`config.mk`:
```
export PLATFORM = sky130hd
export DESIGN_NAME = fastcgi_name_value_parser_unit
export DESIGN_NICKNAME = d
export VERILOG_FILES = /design/src/hw/rtl/fnvp_pkg.sv /design/src/hw/rtl/fnvp_skid.sv /design/src/hw/rtl/fastcgi_name_value_parser_unit.sv
export SDC_FILE = /design/constraint.sdc
export NUM_CORES = 1
export LEC_CHECK = 0
export ABC_AREA = 1
export BUFFER_PORTS_ARGS = -buffer_cell sky130_fd_sc_hd__buf_2
export CORE_AREA = 4 4 168 202
export DETAILED_ROUTE_END_ITERATION = 16
export DIE_AREA = 0 0 172 206
export MAX_ROUTING_LAYER = met4
export PLACE_DENSITY = 0.71
export SLEW_MARGIN = 5
export SYNTH_ARGS = -nofsm -noshare
export SYNTH_HDL_FRONTEND = slang
export SYNTH_SLANG_ARGS = --single-unit
```
`constraint.sdc`:
```
create_clock -name clk -period 5.19 [get_ports clk]
set_input_delay 0.519 -clock clk [delete_from_list [all_inputs] [get_ports clk]]
set_output_delay 0.519 -clock clk [all_outputs]
set_load 0.1 [all_outputs]
```
`src/hw/rtl/fnvp_pkg.sv`:
```
package fnvp_pkg;

    // Widths of the stream fields.
    localparam int BYTE_W = 8;
    localparam int LEN_W  = 31;
    localparam int ROLE_W = 2;
    localparam int PH_W   = 3;
    localparam int HBC_W  = 2;

    // Output tdata: out_byte, name_length, value_length, padded to whole bytes.
    localparam int M_TDATA_W = 72;
    localparam int M_PAD_W   = M_TDATA_W - BYTE_W - 2 * LEN_W;

    // Decoder phases.
    localparam logic [PH_W-1:0] PH_NAME_LEN       = 3'd0;
    localparam logic [PH_W-1:0] PH_NAME_LEN_MORE  = 3'd1;
    localparam logic [PH_W-1:0] PH_VALUE_LEN      = 3'd2;
    localparam logic [PH_W-1:0] PH_VALUE_LEN_MORE = 3'd3;
    localparam logic [PH_W-1:0] PH_NAME           = 3'd4;
    localparam logic [PH_W-1:0] PH_VALUE          = 3'd5;
    localparam logic [PH_W-1:0] PH_ERROR          = 3'd6;

    // Byte roles reported in tuser.
    localparam logic [ROLE_W-1:0] ROLE_HEADER = 2'd0;
    localparam logic [ROLE_W-1:0] ROLE_NAME   = 2'd1;
    localparam logic [ROLE_W-1:0] ROLE_VALUE  = 2'd2;
    localparam logic [ROLE_W-1:0] ROLE_ERROR  = 2'd3;

    // Multi-byte lengths carry three more bytes after the first.
    localparam logic [HBC_W-1:0] HBC_LAST = 2'd2;

    // Configuration register map.
    localparam int          APB_ADDR_W          = 2;
    localparam logic [1:0]  ADDR_MAX_LENGTH     = 2'd0;
    localparam logic [LEN_W-1:0] MAX_LENGTH_RST = 31'd65535;

    // One decoded result item.
    typedef struct packed {
        logic [BYTE_W-1:0] out_byte;
        logic [ROLE_W-1:0] role;
        logic              pair_end;
        logic [LEN_W-1:0]  name_length;
        logic [LEN_W-1:0]  value_length;
    } fnvp_result_t;

endpackage

```
`src/hw/rtl/fnvp_skid.sv`:
```
module fnvp_skid (
    input  logic                  clk,
    input  logic                  rst_n,
    input  logic                  in_valid,
    output logic                  in_ready,
    input  fnvp_pkg::fnvp_result_t in_data,
    output logic                  out_valid,
    input  logic                  out_ready,
    output fnvp_pkg::fnvp_result_t out_data
);
    import fnvp_pkg::*;

    logic         main_valid_reg;
    logic         skid_valid_reg;
    fnvp_result_t main_data_reg;
    fnvp_result_t skid_data_reg;
    logic         main_free;

    // The input side only stalls once the skid entry is occupied.
    assign in_ready  = !skid_valid_reg;
    assign out_valid = main_valid_reg;
    assign out_data  = main_data_reg;
    assign main_free = !main_valid_reg || out_ready;

    // Control flags for the two entries.
    always_ff @(posedge clk or negedge rst_n)
    begin
        if (!rst_n)
        begin
            main_valid_reg <= 1'b0;
            skid_valid_reg <= 1'b0;
        end
        else if (main_free)
        begin
            main_valid_reg <= skid_valid_reg || in_valid;
            skid_valid_reg <= 1'b0;
        end
        else if (in_valid && in_ready)
        begin
            skid_valid_reg <= 1'b1;
        end
    end

    // Payload moves without reset.
    always_ff @(posedge clk)
    begin
        if (main_free)
        begin
            if (skid_valid_reg)
            begin
                main_data_reg <= skid_data_reg;
            end
            else
            begin
                main_data_reg <= in_data;
            end
        end
        else if (in_valid && in_ready)
        begin
            skid_data_reg <= in_data;
        end
    end

endmodule

```
`src/hw/rtl/fastcgi_name_value_parser_unit.sv`:
```
// FastCGI name-value pair decoder, one stream byte per transaction.
// Each result is registered in the output stage (main entry, or skid entry then main entry) before the master side.
// Throughput: one byte per cycle while m_tready keeps up; the two-entry output stage absorbs one byte during a stall.
// Reset: rst_n clears the phase, counters, length registers and output stage valid flags at once;
// max_length returns to 65535.
module fastcgi_name_value_parser_unit (
    input  logic                                clk,
    input  logic                                rst_n,
    // Input stream
    input  logic                                s_tvalid,
    output logic                                s_tready,
    input  logic [fnvp_pkg::BYTE_W-1:0]         s_tdata,  // [7:0] data_byte
    input  logic                                s_tuser,  // [0] restart
    // Output stream
    output logic                                m_tvalid,
    input  logic                                m_tready,
    output logic [fnvp_pkg::M_TDATA_W-1:0]      m_tdata,  // [7:0] out_byte, [38:8] name_length,
                                                          // [69:39] value_length, [71:70] zero
    output logic [fnvp_pkg::ROLE_W-1:0]         m_tuser,  // [1:0] role
    output logic                                m_tlast,  // pair_end
    // Configuration port
    input  logic                                psel,
    input  logic                                penable,
    input  logic                                pwrite,
    input  logic [fnvp_pkg::APB_ADDR_W-1:0]     paddr,
    input  logic [31:0]                         pwdata,
    output logic [31:0]                         prdata,
    output logic                                pready
);
    import fnvp_pkg::*;

    logic [LEN_W-1:0]  max_length_reg;
    logic [PH_W-1:0]   phase_reg, phase_next;
    logic [HBC_W-1:0]  hbc_reg, hbc_next;
    logic [LEN_W-1:0]  name_len_reg, name_len_next;
    logic [LEN_W-1:0]  value_len_reg, value_len_next;
    logic [LEN_W-1:0]  remaining_reg, remaining_next;

    logic [PH_W-1:0]   cur_phase;
    logic [HBC_W-1:0]  cur_hbc;
    logic [BYTE_W-1:0] b;
    logic              hdr_done;
    logic [ROLE_W-1:0] role;
    logic              pair_end;
    logic              s_fire;
    logic              cfg_write;
    fnvp_result_t      result;
    fnvp_result_t      out_result;

    // Configuration register.
    assign pready    = 1'b1;
    assign cfg_write = psel && penable && pwrite && pready;
    assign prdata    = (paddr == ADDR_MAX_LENGTH) ? {1'b0, max_length_reg} : 32'd0;

    always_ff @(posedge clk or negedge rst_n)
    begin
        if (!rst_n)
        begin
            max_length_reg <= MAX_LENGTH_RST;
        end
        else if (cfg_write && (paddr == ADDR_MAX_LENGTH))
        begin
            max_length_reg <= pwdata[LEN_W-1:0];
        end
    end

    assign s_fire = s_tvalid && s_tready;
    assign b      = s_tdata;

    // Next-state decode for one byte.
    always_comb
    begin
        cur_phase      = s_tuser ? PH_NAME_LEN : phase_reg;
        cur_hbc        = s_tuser ? '0 : hbc_reg;
        phase_next     = cur_phase;
        hbc_next       = cur_hbc;
        name_len_next  = name_len_reg;
        value_len_next = value_len_reg;
        remaining_next = remaining_reg;
        role           = ROLE_HEADER;
        pair_end       = 1'b0;
        hdr_done       = 1'b0;

        case (cur_phase)
            PH_NAME_LEN:
            begin
                value_len_next = '0;
                remaining_next = '0;
                hbc_next       = '0;
                if (!b[BYTE_W-1])
                begin
                    name_len_next = {{(LEN_W-BYTE_W){1'b0}}, b};
                    phase_next    = PH_VALUE_LEN;
                end
                else
                begin
                    name_len_next = {{(LEN_W-BYTE_W+1){1'b0}}, b[BYTE_W-2:0]};
                    phase_next    = PH_NAME_LEN_MORE;
                end
            end
            PH_NAME_LEN_MORE:
            begin
                name_len_next = {name_len_reg[LEN_W-BYTE_W-1:0], b};
                hbc_next      = cur_hbc + 2'd1;
                if (cur_hbc == HBC_LAST)
                begin
                    hbc_next   = '0;
                    phase_next = PH_VALUE_LEN;
                end
            end
            PH_VALUE_LEN:
            begin
                hbc_next = '0;
                if (!b[BYTE_W-1])
                begin
                    value_len_next = {{(LEN_W-BYTE_W){1'b0}}, b};
                    hdr_done       = 1'b1;
                end
                else
                begin
                    value_len_next = {{(LEN_W-BYTE_W+1){1'b0}}, b[BYTE_W-2:0]};
                    phase_next     = PH_VALUE_LEN_MORE;
                end
            end
            PH_VALUE_LEN_MORE:
            begin
                value_len_next = {value_len_reg[LEN_W-BYTE_W-1:0], b};
                hbc_next       = cur_hbc + 2'd1;
                if (cur_hbc == HBC_LAST)
                begin
                    hbc_next = '0;
                    hdr_done = 1'b1;
                end
            end
            PH_NAME:
            begin
                role           = ROLE_NAME;
                remaining_next = remaining_reg - 31'd1;
                if (remaining_next == '0)
                begin
                    if (value_len_reg != '0)
                    begin
                        remaining_next = value_len_reg;
                        phase_next     = PH_VALUE;
                    end
                    else
                    begin
                        pair_end   = 1'b1;
                        phase_next = PH_NAME_LEN;
                    end
                end
            end
            PH_VALUE:
            begin
                role           = ROLE_VALUE;
                remaining_next = remaining_reg - 31'd1;
                if (remaining_next == '0)
                begin
                    pair_end   = 1'b1;
                    phase_next = PH_NAME_LEN;
                end
            end
            default:
            begin
                phase_next = PH_ERROR;
                role       = ROLE_ERROR;
            end
        endcase

        // Header complete: check limits and pick the first body section.
        if (hdr_done)
        begin
            if ((name_len_reg > max_length_reg) || (value_len_next > max_length_reg))
            begin
                phase_next = PH_ERROR;
                role       = ROLE_ERROR;
            end
            else if (name_len_reg != '0)
            begin
                remaining_next = name_len_reg;
                phase_next     = PH_NAME;
            end
            else if (value_len_next != '0)
            begin
                remaining_next = value_len_next;
                phase_next     = PH_VALUE;
            end
            else
            begin
                pair_end   = 1'b1;
                phase_next = PH_NAME_LEN;
            end
        end
    end

    // Decoder state advances on every accepted transaction.
    always_ff @(posedge clk or negedge rst_n)
    begin
        if (!rst_n)
        begin
            phase_reg     <= PH_NAME_LEN;
            hbc_reg       <= '0;
            name_len_reg  <= '0;
            value_len_reg <= '0;
            remaining_reg <= '0;
        end
        else if (s_fire)
        begin
            phase_reg     <= phase_next;
            hbc_reg       <= hbc_next;
            name_len_reg  <= name_len_next;
            value_len_reg <= value_len_next;
            remaining_reg <= remaining_next;
        end
    end

    // Result item for this byte.
    always_comb
    begin
        result.out_byte     = b;
        result.role         = role;
        result.pair_end     = pair_end;
        result.name_length  = name_len_next;
        result.value_length = value_len_next;
    end

    fnvp_skid u_skid (
        .clk       (clk),
        .rst_n     (rst_n),
        .in_valid  (s_tvalid),
        .in_ready  (s_tready),
        .in_data   (result),
        .out_valid (m_tvalid),
        .out_ready (m_tready),
        .out_data  (out_result)
    );

    // Output packing.
    assign m_tdata = {{M_PAD_W{1'b0}}, out_result.value_length,
                      out_result.name_length, out_result.out_byte};
    assign m_tuser = out_result.role;
    assign m_tlast = out_result.pair_end;

endmodule
```
==> results.md <==
- Clock skew: 0.0191 ns
- Synth Area per Inst: 7.91 µm²
- Area leader, netlist: edfxtp_1
- Vias in the first global route: 13,800
- Post-Syn Instances: 2,000
- Final Cell Area: 0.0181 mm²
- DRC viols: 0
- Cts repair resizes: 0
- Post-CTS Setup Inserts: 0
- Ys async rst share: 0.473
- Peak supply drop: 273 µV
- Worst R2R Setup Slack: 1.09 ns
- Die W: 172 µm
- Slew Viols, Final: 0
- First-pass GRT wire length: 78.1 mm
- Syn-to-layout area delta: 14.4%
- CP delay by family, top: simple AND/OR/NAND/NOR gates
- CP Launch Type: flip-flop
- CTS sink count: 277
- Post-detail-place hpwl: 36.6 mm
- WP data required: 5.68 ns
- GP Congestion: 0.990
- DR WL/cell: 19.8 µm
- WP buf/inv: 3
- Global Route Usage Sum: 0.291
- Core Util, Final: 0.564
- Critical path class: flip-flop to flip-flop
- Initial Util: 0.493
- Worst min path class: primary input to asynchronous set/reset pin
- Total Wirelength: 51.0 mm
- Filler Cells Inserted: 2,908
- Setup TNS: 0 ns
- Post-synthesis register bit count: 277
- RSZ-0062 raised after global routing: false
- Crit-path max FO: 31
- GRT met2 Usage: 0.473
- Slew @ Worst Pin: 0.998 ns
- CTS tree: built
- CTS root buf: clkbuf_16
- Fmax: 0.244 GHz
- DR iter-0 viols: 1,650
- CORE AREA: 0.0321 mm²
- Crit. End Element: flip-flop
- # IOs: 160
- LEAKAGE: 8.52 nW
- PD cells: 407 mW/mm²
- GRT busiest layer: met2
- Yosys Warn Count: 0
- Via density: 5.73
- Num CTS Buffers: 29
- Synth cell count leaders: 596 x nand2_1, 210 x nor2_1, 190 x inv_1
- Most used cell along the critical path: nand2_1
- Via count: 14,700
- Slowest cell on the critical path: o22ai_2
- Final Setup Violations: 0
- Clock buffer depth: 3
- Final Cycle Share: 0.791
- Synth Cell Area: 0.0158 mm²
- Placed instance area: 0.0171 mm²
- GRT Residual Overflow: 0
- Count of different cell masters after synthesis: 40
- FP Rows: 72
- Initial antenna violation count: 1
- Share of layout cells above drive strength 1: 0.141
- Final hold viol count: 0
- Register area share after synthesis: 0.486
- Port Buffers: 154
- Vert. Die Dim: 206 µm
- Number of synthesized flops with an enable pin: 146
- Area share of the largest cell type after synthesis: 0.277
- Nets@finish: 2,255
- Hold_buf cts: 0
- Die area: 0.0354 mm²
- Max Cap Violations: 0
- Largest stage delay on the critical path: 0.63 ns
- H-tree levels: 1
- Post-layout min period: 4.10 ns
- Largest net degree at the start of global routing: 94
- Worst slew margin: 0.333
- Most frequent cell after synthesis: nand2_1
- Worst-Skew Late Latency: 0.58 ns
- Clock transition at the registers of the reported paths: 0.06 ns
- Synth area leaders: edfxtp_1 28%, dfrtp_1 18%, nand2_1 14%
- GRT met1 Usage: 0.364
- Met3 GRT Util: 0.0415
- Synth Flop Type: edfxtp_1
- DR pass1 iterations: 7
- Status: finished, final reports clean
- Critical-path cell list: inv_2 -> nor2_2 -> nand3_2 -> o22ai_2 -> ha_1 -> nand4_1 -> inv_1 -> nand2_1 -> nor4_1 -> nand2_1 -> nand3_1 -> nand2_1 -> nand2_1 -> nor2_2 -> o21ai_2 -> buf_4 -> nand2_1 -> a21oi_1
- CP arrival: 4.59 ns
- Post-DRT Antenna Nets: 0
-- per-layer routing --
layer / vias to the layer above / routed length [µm]
li1: 6951 / -
met1: 6923 / 20100
met2: 727 / 24500
met3: 147 / 3930
met4: 0 / 2530
met5: - / 0
-- per-stage QoR --
step	cells	power (mW)	setup WS, ns	hold WS, ns
4_1_cts	2571	7.35	1.22	0.0758
5_1_grt	2572	7.70	0.911	0.0976
3_5_place_dp	2517	5.16	1.04	0.497
2_1_floorplan	2002	4.57	0.630	0.223
3_3_place_gp	2517	5.12	1.05	0.497
6_report	2573	7.36	1.09	0.0209
-- area by class of cell --
cell class	count	area (µm²)	share of cell area
Antenna cell	2	5.00	0.000277
Clock buffer	41	791	0.0437
Clock inverter	13	203	0.0112
Inverter	196	737	0.0407
Multi-Input combinational cell	1434	7000	0.387
Sequential cell	277	7680	0.425
Tap cell	407	509	0.0282
Timing Repair Buffer	203	1160	0.0640
-- cells by family (layout without fill, tap and decap cells) --
logic type               after synthesis  count (layout)  share of synthesized area
AND/OR/NAND/NOR                     1019            1019                      0.269
flip-flops                           277             277                      0.486
adder cells (fa/ha/maj)               64              64                     0.0506
other                                  2               6                   0.000475
AO/OA/AOI/OAI                        344             344                      0.118
buffers and inverters                291             453                     0.0739
XOR/XNOR                               3               3                    0.00214
-- cells in the final DEF, fill, tap and decap left out, types with 3 or more instances in the layout --
| cell | count |
|---|---|
| nand2_1 | 594 |
| nor2_1 | 206 |
| inv_1 | 188 |
| buf_2 | 153 |
| o21ai_0 | 150 |
| edfxtp_1 | 146 |
| a21oi_1 | 132 |
| dfrtp_1 | 114 |
| nand3_1 | 103 |
| nand4_1 | 67 |
| ha_1 | 64 |
| buf_4 | 48 |
| o22ai_1 | 45 |
| clkbuf_16 | 29 |
| dfstp_2 | 16 |
| nor2_2 | 11 |
| nor4_1 | 11 |
| clkbuf_1 | 10 |
| o22ai_2 | 9 |
| inv_2 | 7 |
| nand3b_1 | 6 |
| nand2_2 | 5 |
| bufinv_16 | 5 |
| clkinv_1 | 5 |
| nor3_1 | 4 |
| conb_1 | 4 |
| nor2_4 | 3 |
-- report_power, final --
part           switching, mW  leakage, nW  internal [mW]
Clock                  0.887        0.480           1.31
Combinational           1.85         4.95          0.507
Sequential             0.202         3.09           2.61
Total                   2.94         8.52           4.42
-- final timing paths --
kind	start	to	cells past startpoint
max	phase_reg[0]	remaining_reg[8]	18
min	rst_n	hbc_reg[0]	1
max reg2reg	phase_reg[0]	remaining_reg[8]	18
min reg2reg	max_length_reg[0]	max_length_reg[0]	2
max in group asynchronous	rst_n	max_length_reg[8]	2
min in group clk	s_tdata[6]	u_skid.skid_data_reg[71]	1
No activity file was read; power rests on OpenSTA's default activity.
